--- src/urlpd_pkg.sv ---
package urlpd_pkg;

	localparam logic [7:0] CH_PLUS    = 8'h2B;
	localparam logic [7:0] CH_PERCENT = 8'h25;
	localparam logic [7:0] CH_SPACE   = 8'h20;
	localparam int unsigned HEX_BASE  = 16;
	localparam int unsigned NIB_W     = $clog2(HEX_BASE);

	// Escape progress. The fourth code is never entered and decodes as idle.
	typedef enum logic [1:0] {
		PH_IDLE = 2'd0,
		PH_PCT  = 2'd1,
		PH_HELD = 2'd2
	} phase_t;

	// One decoded byte with its framing marks.
	typedef struct packed {
		logic [7:0] data;
		logic       run_last;
		logic       string_end;
	} res_t;

	// What one input item produces: zero, one or two results.
	typedef struct packed {
		logic [1:0] count;
		res_t       r0;
		res_t       r1;
	} dec_t;

	// Hex digit value with a flag that says whether the character is a hex digit.
	typedef struct packed {
		logic             ok;
		logic [NIB_W-1:0] value;
	} hex_t;

	function automatic hex_t hex_value(input logic [7:0] c);
		hex_t h;
		h.ok    = 1'b1;
		h.value = '0;
		if (c >= 8'h30 && c <= 8'h39) begin
			h.value = NIB_W'(c - 8'h30);
		end else if (c >= 8'h41 && c <= 8'h46) begin
			h.value = NIB_W'(c - 8'h41 + 8'd10);
		end else if (c >= 8'h61 && c <= 8'h66) begin
			h.value = NIB_W'(c - 8'h61 + 8'd10);
		end else begin
			h.ok = 1'b0;
		end
		return h;
	endfunction

	function automatic logic [7:0] plain_char(input logic [7:0] c);
		return (c == CH_PLUS) ? CH_SPACE : c;
	endfunction

endpackage

--- src/urlpd_decode.sv ---
module urlpd_decode (
	input  urlpd_pkg::phase_t phase,
	input  logic [7:0]        held,
	input  logic [7:0]        cur_byte,
	input  logic              cur_last,
	output urlpd_pkg::phase_t phase_next,
	output logic [7:0]        held_next,
	output urlpd_pkg::dec_t   dec
);
	import urlpd_pkg::*;

	hex_t hi;
	hex_t lo;

	assign hi = hex_value(held);
	assign lo = hex_value(cur_byte);

	// Next escape state and held character.
	always_comb begin
		phase_next = PH_IDLE;
		held_next  = held;
		unique case (phase)
			PH_PCT: begin
				if (cur_last) begin
					held_next = '0;
				end else begin
					phase_next = PH_HELD;
					held_next  = cur_byte;
				end
			end
			PH_HELD: begin
				held_next = '0;
			end
			default: begin
				if (cur_byte == CH_PERCENT && !cur_last) begin
					phase_next = PH_PCT;
				end
			end
		endcase
	end

	// Results of the current character.
	always_comb begin
		dec.count         = 2'd1;
		dec.r0.data       = plain_char(cur_byte);
		dec.r0.run_last   = 1'b1;
		dec.r0.string_end = cur_last;
		dec.r1.data       = plain_char(cur_byte);
		dec.r1.run_last   = 1'b1;
		dec.r1.string_end = 1'b1;
		unique case (phase)
			PH_PCT: begin
				if (cur_last) begin
					dec.count         = 2'd2;
					dec.r0.data       = CH_PERCENT;
					dec.r0.run_last   = 1'b0;
					dec.r0.string_end = 1'b0;
				end else begin
					dec.count = 2'd0;
				end
			end
			PH_HELD: begin
				if (!hi.ok) begin
					dec.r0.data = '0;
				end else if (lo.ok) begin
					dec.r0.data = {hi.value, lo.value};
				end else begin
					dec.r0.data = {{(8 - NIB_W){1'b0}}, hi.value};
				end
			end
			default: begin
				if (cur_byte == CH_PERCENT && !cur_last) begin
					dec.count = 2'd0;
				end
			end
		endcase
	end

endmodule

--- src/url_percent_decoder_core.sv ---
// Streaming URL percent-decoder. Characters of an encoded string arrive one item
// per clock on in_byte while in_stall is low, with in_last set on the final
// character. A '+' becomes a space, a '%' with the two characters after it
// becomes one byte (the value of the leading one or two hex digits, or zero if
// the first is not a hex digit), and every other character passes unchanged.
// An item is held in the input register and its results leave through a
// two-entry result queue, whose head entry drives the output. A new item is
// taken in every cycle as long as the consumer keeps up: items inside an escape
// produce no result, most produce one, and a string that ends one character
// after a '%' produces two ('%' and then that character). Such an item waits
// in the input register until both queue entries are free, and stalls the
// input meanwhile. On each result run_last marks the last result of its item
// and string_end marks the final byte of the string. Reset clears the escape
// state; no setup is needed.
module url_percent_decoder_core (
	input  logic       clk,
	input  logic       arst_n,
	input  logic       in_valid,
	output logic       in_stall,
	input  logic [7:0] in_byte,
	input  logic       in_last,
	output logic       out_valid,
	input  logic       out_stall,
	output logic [7:0] out_byte,
	output logic       run_last,
	output logic       string_end
);
	import urlpd_pkg::*;

	// Input register.
	logic       valid_s1;
	logic [7:0] byte_s1;
	logic       last_s1;

	// Escape state.
	phase_t     phase_q;
	logic [7:0] held_q;
	phase_t     phase_next;
	logic [7:0] held_next;
	dec_t       dec;

	// Result queue: entry 0 is the head shown on the output.
	res_t       ent0_q;
	res_t       ent1_q;
	logic [1:0] cnt_q;
	res_t       ent0_next;
	res_t       ent1_next;
	logic [1:0] cnt_next;
	logic [1:0] cnt_after_pop;
	logic [1:0] free_slots;
	logic       pop;
	logic       advance;
	logic       load_s1;

	urlpd_decode u_decode (
		.phase      (phase_q),
		.held       (held_q),
		.cur_byte   (byte_s1),
		.cur_last   (last_s1),
		.phase_next (phase_next),
		.held_next  (held_next),
		.dec        (dec)
	);

	assign out_valid  = (cnt_q != 2'd0);
	assign out_byte   = ent0_q.data;
	assign run_last   = ent0_q.run_last;
	assign string_end = ent0_q.string_end;

	assign pop        = out_valid && !out_stall;
	// The queue never holds more than two entries, so this never wraps.
	assign free_slots = 2'd2 - cnt_q + {1'b0, pop};
	// The registered item moves on only if all of its results fit in the queue.
	assign advance    = valid_s1 && (dec.count <= free_slots);
	assign in_stall   = valid_s1 && !advance;
	assign load_s1    = in_valid && !in_stall;

	always_ff @(posedge clk or negedge arst_n) begin
		if (!arst_n) begin
			valid_s1 <= 1'b0;
		end else if (load_s1) begin
			valid_s1 <= 1'b1;
		end else if (advance) begin
			valid_s1 <= 1'b0;
		end
	end

	always_ff @(posedge clk) begin
		if (load_s1) begin
			byte_s1 <= in_byte;
			last_s1 <= in_last;
		end
	end

	always_ff @(posedge clk or negedge arst_n) begin
		if (!arst_n) begin
			phase_q <= PH_IDLE;
			held_q  <= '0;
		end else if (advance) begin
			phase_q <= phase_next;
			held_q  <= held_next;
		end
	end

	// Queue update: drop the head if it was taken, then append the new results
	// behind whatever remains.
	always_comb begin
		ent0_next     = ent0_q;
		ent1_next     = ent1_q;
		cnt_after_pop = cnt_q;
		if (pop) begin
			ent0_next     = ent1_q;
			cnt_after_pop = cnt_q - 2'd1;
		end
		cnt_next = cnt_after_pop;
		if (advance) begin
			cnt_next = cnt_after_pop + dec.count;
			if (dec.count != 2'd0) begin
				if (cnt_after_pop == 2'd0) begin
					ent0_next = dec.r0;
				end else begin
					ent1_next = dec.r0;
				end
			end
			if (dec.count == 2'd2) begin
				ent1_next = dec.r1;
			end
		end
	end

	always_ff @(posedge clk or negedge arst_n) begin
		if (!arst_n) begin
			cnt_q <= 2'd0;
		end else begin
			cnt_q <= cnt_next;
		end
	end

	always_ff @(posedge clk) begin
		ent0_q <= ent0_next;
		ent1_q <= ent1_next;
	end

`ifndef NO_ASSERTIONS
	// The result queue holds at most two entries.
	assert property (@(posedge clk) disable iff (!arst_n) cnt_q != 2'd3)
		else $error("result queue overflow");

	// The held character is cleared whenever no escape is pending.
	assert property (@(posedge clk) disable iff (!arst_n)
		phase_q == PH_IDLE |-> held_q == 8'd0)
		else $error("held character left over outside an escape");

	// A blocked item keeps its place and contents in the input register.
	assert property (@(posedge clk) disable iff (!arst_n)
		valid_s1 && !advance |=> valid_s1 && $stable(byte_s1) && $stable(last_s1))
		else $error("input register lost a blocked item");

	// The final byte of a string is always the last result of its item.
	assert property (@(posedge clk) disable iff (!arst_n)
		out_valid && string_end |-> run_last)
		else $error("string end without run end");
`endif

endmodule

--- config.mk ---
export PLATFORM = sky130hd
export DESIGN_NAME = url_percent_decoder_core
export DESIGN_NICKNAME = d
export VERILOG_FILES = /design/src/urlpd_pkg.sv /design/src/urlpd_decode.sv /design/src/url_percent_decoder_core.sv
export SDC_FILE = /design/constraint.sdc
export NUM_CORES = 1
export LEC_CHECK = 0
export BUFFER_PORTS_ARGS = -buffer_cell sky130_fd_sc_hd__buf_2
export CAP_MARGIN = 15
export CELL_PAD_IN_SITES_DETAIL_PLACEMENT = 1
export CELL_PAD_IN_SITES_GLOBAL_PLACEMENT = 1
export CORE_UTILIZATION = 50
export CTS_CLUSTER_DIAMETER = 100
export CTS_CLUSTER_SIZE = 12
export DETAILED_ROUTE_END_ITERATION = 10
export GPL_ROUTABILITY_DRIVEN = 0
export GPL_TIMING_DRIVEN = 0
export MAX_ROUTING_LAYER = met4
export PLACE_DENSITY = 0.89
export SLEW_MARGIN = 20
export SYNTH_ARGS = -nofsm -noshare
export SYNTH_HDL_FRONTEND = slang
export SYNTH_SLANG_ARGS = --single-unit
--- constraint.sdc ---
create_clock -name clk -period 7.2 [get_ports clk]
set_input_delay 0.36 -clock clk [delete_from_list [all_inputs] [get_ports clk]]
set_output_delay 0.36 -clock clk [all_outputs]
set_load 0.02 [all_outputs]
==> results of run 1 <==
==> cell families (layout without fill, tap and decap cells) <==
logic type,after synthesis,in the layout,synth area share (%)
compound gates,71,71,20.9
xor+xnor,4,4,1.35
fa+ha+maj,14,14,6.75
buf+inv,27,61,4.58
flops,42,42,42.2
mux,7,7,2.75
simple gates,98,98,21.5
==> critical path: stages (launching register included) <==
cell,delay (ns)
dfrtp_1,0.38
inv_1,0.06
ha_1,0.29
clkbuf_1,0.33
nor2_1,0.12
a31oi_4,0.36
ha_1,0.32
o22ai_1,0.22
nand2_2,0.21
or2_2,0.34
clkbuf_1,0.18
buf_2,0.22
nand2_1,0.09
o21ai_0,0.10
==> synth_stat cells, types with 4 or more instances <==
cell type	instances
and2_1	9
o21ai_0	15
dfxtp_1	10
nor2_1	15
nand3_1	7
clkbuf_1	4
nand2b_1	5
edfxtp_1	19
ha_1	14
nand2_1	34
dfrtp_1	13
a211oi_1	5
inv_1	18
a21o_1	4
a21oi_1	13
mux2i_1	6
nor2b_1	5
==> area by class of cell <==
class	instances	area [µm²]
Fill cell	547	1940
Timing Repair Buffer	26	138
Clock inverter	2	8.76
Multi-Input combinational cell	194	1390
Inverter	19	71.3
Tap cell	67	83.8
Clock buffer	6	72.6
Buffer	8	47.5
Sequential cell	42	1100
==> power by group through the flow <==
stage               Sequential (mW)  Combinational (mW)  Clock [mW]
finish                        0.437               0.540       0.146
global route                  0.447               0.602       0.158
CTS                           0.436               0.547       0.149
detailed placement            0.441               0.540           0
global placement              0.436               0.495           0
floorplan                     0.458               0.358           0
==> worst min path at each step <==
stage,end,slack (ns),from,depth (start not counted)
CTS,byte_s1[4]$_DFFE_PP_,0.23,in_byte[4],1
detailed placement,held_q[4]$_DFFE_PN0P_,0.28,arst_n,1
global route,byte_s1[5]$_DFFE_PP_,0.22,in_byte[5],1
finish,last_s1$_DFFE_PP_,0.23,in_last,1
global placement,held_q[4]$_DFFE_PN0P_,0.27,arst_n,1
floorplan,cnt_q[0]$_DFF_PN0_,0.06,arst_n,0
==> state kept, by name, indices dropped and copies added, names as in the netlist <==
register / count
byte_s1: 8
cnt_q: 2
last_s1: 1
out_byte: 8
held_q: 8
valid_s1: 1
phase_q: 2
run_last: 1
ent1_q: 10
string_end: 1
==> layer usage <==
layer  track usage (%)  wire, µm  up-vias
met5                 -         0        -
met3              5.15       278       10
li1                  -         -     1014
met4              9.62        96        0
met2              46.6      3260       51
met1              30.9      2690     1019
==> flow_metrics.tcl, run 1 <==
set metrics [dict create \
    antenna_found_initial 0 \
    dr_total_vias 2094 \
    startpoint_type "flip-flop" \
    crit_end "held_q[7]$_DFFE_PN0P_" \
    area_growth_syn_to_layout_pct 11.9 \
    cts_hold_buf 1 \
    start_util_pct 53.5 \
    clock_path_buffers 2 \
    postSynthAreaPerCell_um2 9.87 \
    dp_cells 355 \
    grt_pass1_wl_um 10600 \
    post-cts-setup-buffer-count 0 \
    overflow 0 \
    yosysTopAreaCell "edfxtp_1" \
    grt_pass1_vias 2230 \
    peakVddDrop_v 0.000291 \
    die-area_mm2 0.00548 \
    layout_commonest_cell "nand2_1" \
    path_clk_slew_ns 0.07 \
    internal-power_mw 0.642 \
    syn_nets 290 \
    drive_gt1_share_pct 19.5 \
    p_leak_nw 1.20 \
    row_count 25 \
    grt_usage_pct 26.9 \
    powerDensity_mw_per_mm2 387 \
    wl_per_cell_um 17.4 \
    synth-edff-count 19 \
    final_util_pct 59.9 \
    clock_sinks 42 \
    ys_ff_latch 42 \
    worst_pin_slew_ns 0.536 \
    synth.yosys.seq_area_share_pct 42.2 \
    drv_cap 0 \
    period_minus_slack_ns 3.36 \
    critPathMaxFanout 10 \
    run_status "finished, final reports clean" \
    worstPathRequired_ns 7.37 \
    cts_root_buf "clkbuf_8" \
    whs_ns 0.231 \
    hold_viol 0 \
    endpoint_kind "flip-flop" \
    layout_common_cells "nand2_1, buf_2, edfxtp_1, inv_1" \
    cts_tree "yes" \
    path_class "flip-flop to flip-flop" \
    combinationalPowerShare_pct 48.1 \
    seqPwrFrac_pct 38.9 \
    setup_ws_ns 3.84 \
    ys_types 64 \
    swShare_pct 42.8 \
    core_mm2 0.00485 \
    period_share_pct 46.6 \
    max_freq_mhz 298 \
    dr.pass1.iters 4 \
    fin_setup_tns_ns 0 \
    die_x_um 74.1 \
    critPathLaunch "phase_q[0]$_DFFE_PN0P_" \
    reg2reg_slack_ns 3.84 \
    final_cells 364 \
    clock_latency_ns 0.30 \
    setup_viol 0 \
    postRouteAntennaNets 0 \
    yosysTopAreaCellShare_pct 22.0 \
    power_switching_mw 0.481 \
    syn-cell-area_mm2 0.00260 \
    wl_um 6330 \
    arrival_ns 3.52 \
    die_y_um 74.1 \
    drv_slew 0 \
    grt_max_degree 14 \
    place_ws_ns 3.86 \
    hold_class "input port to flip-flop" \
    netlist_top_cells_area "edfxtp_1, dfrtp_1, dfxtp_1" \
    final_nets 323 \
    cts_resized 0 \
    fin_worst_skew_ns 0.00560 \
    yosysWarnings 0 \
    reg2reg_from "phase_q[0]$_DFFE_PN0P_" \
    r2r-end "held_q[7]$_DFFE_PN0P_" \
    total_power_mw 1.12 \
    synthCells 263 \
    slew_headroom_pct 64.2 \
    numCtsBuffers 5 \
    place_area_mm2 0.00281 \
    async_reset_ff_share_pct 31.0 \
    synth-main-ff-cell "edfxtp_1" \
    pwr-share-clk_pct 13.0 \
    via_per_inst 5.75 \
    ctsHtreeMaxLevel 2 \
    rsz0062_at_grt "no" \
    dp_hpwl_um 4800 \
    diodes 0 \
    rr_worst_depth 13 \
    io_pins 25 \
    port_buffers 24 \
    drc_errors 0 \
    design_area_mm2 0.00291 \
    drt_iter0_markers 92 \
]
Power figures use the tool's default switching activity.
==> run 2, diff against run 1 <==
--- a/config.mk
+++ b/config.mk
@@ -9,14 +9,14 @@
 export CAP_MARGIN = 15
 export CELL_PAD_IN_SITES_DETAIL_PLACEMENT = 1
 export CELL_PAD_IN_SITES_GLOBAL_PLACEMENT = 1
-export CORE_UTILIZATION = 50
+export CORE_UTILIZATION = 46
 export CTS_CLUSTER_DIAMETER = 100
 export CTS_CLUSTER_SIZE = 12
 export DETAILED_ROUTE_END_ITERATION = 10
 export GPL_ROUTABILITY_DRIVEN = 0
 export GPL_TIMING_DRIVEN = 0
 export MAX_ROUTING_LAYER = met4
-export PLACE_DENSITY = 0.89
+export PLACE_DENSITY = 0.83
 export SLEW_MARGIN = 20
 export SYNTH_ARGS = -nofsm -noshare
 export SYNTH_HDL_FRONTEND = slang
==> constraint.sdc (replaced) <==
create_clock -name clk -period 3.3 [get_ports clk]
set_input_delay 0.165 -clock clk [delete_from_list [all_inputs] [get_ports clk]]
set_output_delay 0.165 -clock clk [all_outputs]
set_load 0.02 [all_outputs]
==> flow_metrics.tcl, run 2 (synthesized netlist as in run 1, its figures left out) <==
set metrics [dict create \
    layout_common_cells "nand2_1, buf_2, edfxtp_1, inv_1" \
    path_class "flip-flop to flip-flop" \
    dr_total_vias 2080 \
    hold_viol 0 \
    die_x_um 77.1 \
    worstPathRequired_ns 3.47 \
    crit_chain "ha_1, and4b_4, a31oi_4, ha_1, o22ai_2, nand2_4, or2_2, clkbuf_1, buf_2, nand2_1, o21ai_0" \
    core_mm2 0.00527 \
    io_pins 25 \
    drv_slew 0 \
    drv_cap 0 \
    fin_worst_skew_ns 0.00727 \
    grt_pass1_wl_um 10300 \
    peakVddDrop_v 0.000488 \
    n_fill_cell 621 \
    startpoint_type "flip-flop" \
    row_count 26 \
    powerDensity_mw_per_mm2 863 \
    cts_tree "yes" \
    clock_sinks 42 \
    min_to "byte_s1[3]$_DFFE_PP_" \
    dr.pass1.iters 4 \
    min_from "in_byte[3]" \
    grt_usage_pct 22.7 \
    critPathMaxFanout 10 \
    die_y_um 77.1 \
    place_area_mm2 0.00282 \
    wl_um 6180 \
    worst_pin_slew_ns 0.552 \
    area_growth_syn_to_layout_pct 14.7 \
    reg2reg_from "byte_s1[0]$_DFFE_PP_" \
    drt_iter0_markers 142 \
    p_leak_nw 1.24 \
    period_share_pct 94.9 \
    setup_viol 0 \
    dp_hpwl_um 4580 \
    endpoint_kind "flip-flop" \
    die-area_mm2 0.00595 \
    slew_headroom_pct 63.2 \
    max_freq_mhz 319 \
    path_clk_slew_ns 0.08 \
    r2r-end "held_q[0]$_DFFE_PN0P_" \
    cts_root_buf "clkbuf_8" \
    rr_worst_depth 11 \
    wl_per_cell_um 16.6 \
    hold_class "input port to flip-flop" \
    port_buffers 24 \
    grt_pass1_vias 2154 \
    start_util_pct 49.3 \
    hold_path_depth 1 \
    overflow 0 \
    crit_top_cell "ha_1" \
    drive_gt1_share_pct 22.4 \
    final_nets 329 \
    ctsHtreeMaxLevel 2 \
    arrival_ns 3.30 \
    clock_path_buffers 2 \
    run_status "finished, final reports clean" \
    numCtsBuffers 5 \
    whs_ns 0.0385 \
    crit_slowest_cell "edfxtp_1" \
    reg2reg_slack_ns 0.17 \
    via_per_inst 5.58 \
    period_minus_slack_ns 3.13 \
    critPathMaxStageDelay_ns 0.55 \
    layout_commonest_cell "nand2_1" \
    postRouteAntennaNets 0 \
    diodes 0 \
    grt_max_degree 14 \
    clock_latency_ns 0.30 \
    final_util_pct 56.5 \
    regMostFlops "ent1_q" \
    largest_reg_flops 10 \
    design_area_mm2 0.00298 \
    drc_errors 0 \
    total_power_mw 2.57 \
    antenna_found_initial 0 \
]
## run 2: final cells by class
type                            instances  area, µm²  area share [%]
Buffer                                  8       48.8            1.64
Clock buffer                            7       86.3            2.90
Clock inverter                          1       5.00           0.168
Inverter                               19       71.3            2.39
Multi-Input combinational cell        194       1400            47.0
Sequential cell                        42       1100            36.8
Tap cell                               70       87.6            2.94
Timing Repair Buffer                   32        183            6.13
## run 2: how the worst max path moves through the flow
stage,endpoint,slack [ns],from
global placement,ent1_q[6]$_DFFE_PP_,-0.52,phase_q[0]$_DFFE_PN0P_
floorplan,ent1_q[0]$_SDFFCE_PP1P_,0.08,phase_q[0]$_DFFE_PN0P_
detailed placement,held_q[6]$_DFFE_PN0P_,-0.008,phase_q[0]$_DFFE_PN0P_
CTS,held_q[0]$_DFFE_PN0P_,0.03,byte_s1[1]$_DFFE_PP_
global route,held_q[6]$_DFFE_PN0P_,-0.002,cnt_q[1]$_DFF_PN0_
finish,held_q[0]$_DFFE_PN0P_,0.17,byte_s1[0]$_DFFE_PP_
## run 2: routing by layer
metal | up-vias | GRT usage [%] | wire length [µm]
li1 | 1027 | - | -
met1 | 1006 | 27.0 | 2800
met2 | 37 | 38.0 | 3090
met3 | 10 | 4.40 | 171
met4 | 0 | 8.68 | 115
met5 | - | - | 0
## run 2: critical path, delay by kind of cell, from the launching register on
kind,cells,cell delay (ns)
simple gates,4,0.75
compound gates,3,0.68
fa+ha+maj,2,0.65
flops,1,0.55
buf+inv,2,0.38
## run 2: power by group
group	internal [mW]	switching (mW)	leakage, nW
combinational	0.522	0.754	0.756
sequential	0.802	0.148	0.436
clock	0.169	0.175	0.0482
## run 2: per-stage QoR
step	setup WS [ns]	setup TNS [ns]	instances
4_1_cts	0.0302	0	367
2_1_floorplan	0.0752	0	263
3_3_place_gp	-0.519	-5.19	357
6_report	0.170	0	373
5_1_grt	-0.00173	-0.00173	373
3_5_place_dp	-0.00849	-0.0586	358
## run 2: timing repair
action	CTS	global route
hold buffers	1	0
hold endpoints to repair	13	0
pin swaps	0	1
setup buffers	0	6
setup endpoints to repair	15	23
gates resized for setup	1	3
==> run 3, diff against run 2 <==
--- a/config.mk
+++ b/config.mk
@@ -9,6 +9,7 @@
 export CAP_MARGIN = 15
 export CELL_PAD_IN_SITES_DETAIL_PLACEMENT = 1
 export CELL_PAD_IN_SITES_GLOBAL_PLACEMENT = 1
+export CORE_MARGIN = 4
 export CORE_UTILIZATION = 46
 export CTS_CLUSTER_DIAMETER = 100
 export CTS_CLUSTER_SIZE = 12
==> flow_metrics.tcl, run 3 (synthesized netlist as in run 1, its figures left out) <==
set metrics [dict create \
    run_status "finished, final reports clean" \
    fin_setup_tns_ns 0 \
    final_util_pct 54.2 \
    numCtsBuffers 5 \
    area_growth_syn_to_layout_pct 14.9 \
    period_share_pct 97.3 \
    start_util_pct 47.1 \
    rr_worst_depth 13 \
    port_buffers 24 \
    drt_iter0_markers 83 \
    grt_max_degree 14 \
    setup_ws_ns 0.0876 \
    reg2reg_slack_ns 0.09 \
    die_y_um 83.1 \
    wl_um 6120 \
    core_mm2 0.00551 \
    startpoint_type "flip-flop" \
    critPathMaxFanout 8 \
    hold_path_depth 1 \
    endpoint_kind "flip-flop" \
    max_freq_mhz 311 \
    clock_sinks 42 \
    min_from "in_byte[5]" \
    via_per_inst 5.57 \
    fin_worst_skew_ns 0.0123 \
    hold_viol 0 \
    grt_usage_pct 19.2 \
    ctsHtreeMaxLevel 2 \
    place_ws_ns -0.0442 \
    final_nets 327 \
    io_pins 25 \
    hold_class "input port to flip-flop" \
    drive_gt1_share_pct 21.6 \
    postRouteAntennaNets 0 \
    worstPathRequired_ns 3.32 \
    dr_total_vias 2076 \
    diodes 0 \
    drc_errors 0 \
    row_count 27 \
    peakVddDrop_v 0.000479 \
    grt_pass1_wl_um 10500 \
    reg2reg_from "cnt_q[1]$_DFF_PN0_" \
    layout_commonest_cell "nand2_1" \
    drv_slew 0 \
    arrival_ns 3.23 \
    layout_common_cells "nand2_1, buf_2, edfxtp_1, inv_1" \
    whs_ns 0.0304 \
    clock_path_buffers 2 \
    largest_reg_flops 10 \
    dr.pass1.iters 5 \
    overflow 0 \
    period_minus_slack_ns 3.21 \
    min_to "byte_s1[5]$_DFFE_PP_" \
    drv_cap 0 \
    dp_hpwl_um 4630 \
    cts_tree "yes" \
    antenna_found_initial 0 \
    wl_per_cell_um 16.4 \
    p_leak_nw 1.24 \
    setup_viol 0 \
    cts_root_buf "clkbuf_8" \
    path_clk_slew_ns 0.09 \
    powerDensity_mw_per_mm2 878 \
    rsz0062_at_grt "yes" \
    worst_pin_slew_ns 0.537 \
    clock_latency_ns 0.31 \
    path_class "flip-flop to flip-flop" \
    grt_pass1_vias 2156 \
    n_fill_cell 638 \
    slew_headroom_pct 64.2 \
    die_x_um 83.1 \
    die-area_mm2 0.00691 \
    regMostFlops "ent1_q" \
    r2r-end "ent1_q[8]$_DFFE_PP_" \
]
## run 3: power by group
group	switching (mW)	internal [mW]	total, mW	leakage [nW]
clock	0.183	0.223	0.406	0.0579
combinational	0.751	0.519	1.27	0.745
sequential	0.141	0.801	0.943	0.436
total	1.07	1.54	2.62	1.24
## run 3: worst max path at each step
stage / end / depth (start not counted) / start
final: ent1_q[8]$_DFFE_PP_ / 13 / cnt_q[1]$_DFF_PN0_
after detailed placement: held_q[5]$_DFFE_PN0P_ / 13 / phase_q[0]$_DFFE_PN0P_
after global routing: ent1_q[8]$_DFFE_PP_ / 13 / cnt_q[1]$_DFF_PN0_
after CTS: held_q[5]$_DFFE_PN0P_ / 12 / byte_s1[1]$_DFFE_PP_
after floorplan: ent1_q[0]$_SDFFCE_PP1P_ / 9 / phase_q[0]$_DFFE_PN0P_
after global placement: ent1_q[6]$_DFFE_PP_ / 9 / phase_q[0]$_DFFE_PN0P_
## run 3: cell type report
cell class | count | area [µm²] | share of cell area, %
multi-input cells | 194 | 1390 | 46.5
clock inverters | 3 | 40.0 | 1.34
well taps | 72 | 90.1 | 3.02
flip-flops and latches | 42 | 1100 | 36.7
inverters | 19 | 71.3 | 2.39
plain buffers | 8 | 48.8 | 1.64
repair buffers | 30 | 180 | 6.04
clock buffers | 5 | 68.8 | 2.31
## run 3: what timing repair did
action	in CTS	in global routing
hold buffers	1	0
buffers inserted	0	4
pin swaps	0	2
hold endpoints to repair	13	0
endpoints found under the setup margin	8	24
gates resized for setup	1	0
## run 3: layer usage
| layer | vias to the layer above | wire length (µm) | GRT usage (%) |
|---|---|---|---|
| met5 | - | 0 | - |
| met4 | 0 | 95 | 6.54 |
| met3 | 7 | 194 | 4.17 |
| met2 | 32 | 3030 | 31.8 |
| met1 | 1019 | 2800 | 23.3 |
| li1 | 1018 | - | - |
## run 3: critical path, cell delays in order (launching register included)
cell      delay, ns
dfrtp_1        0.41
inv_1          0.07
ha_1           0.20
nor2_1         0.18
inv_2          0.11
ha_1           0.20
xor2_1         0.23
ha_1           0.30
nor2b_1        0.15
o22ai_1        0.23
nand2_2        0.14
buf_12         0.16
a311oi_2       0.29
buf_4          0.24
## run 3: per-stage QoR
step,instances,area (µm²),power [mW]
4_1_cts,369,2940,2.55
6_report,373,2980,2.62
3_3_place_gp,359,2810,2.04
5_1_grt,373,2980,2.84
2_1_floorplan,263,2600,1.78
3_5_place_dp,360,2820,2.14
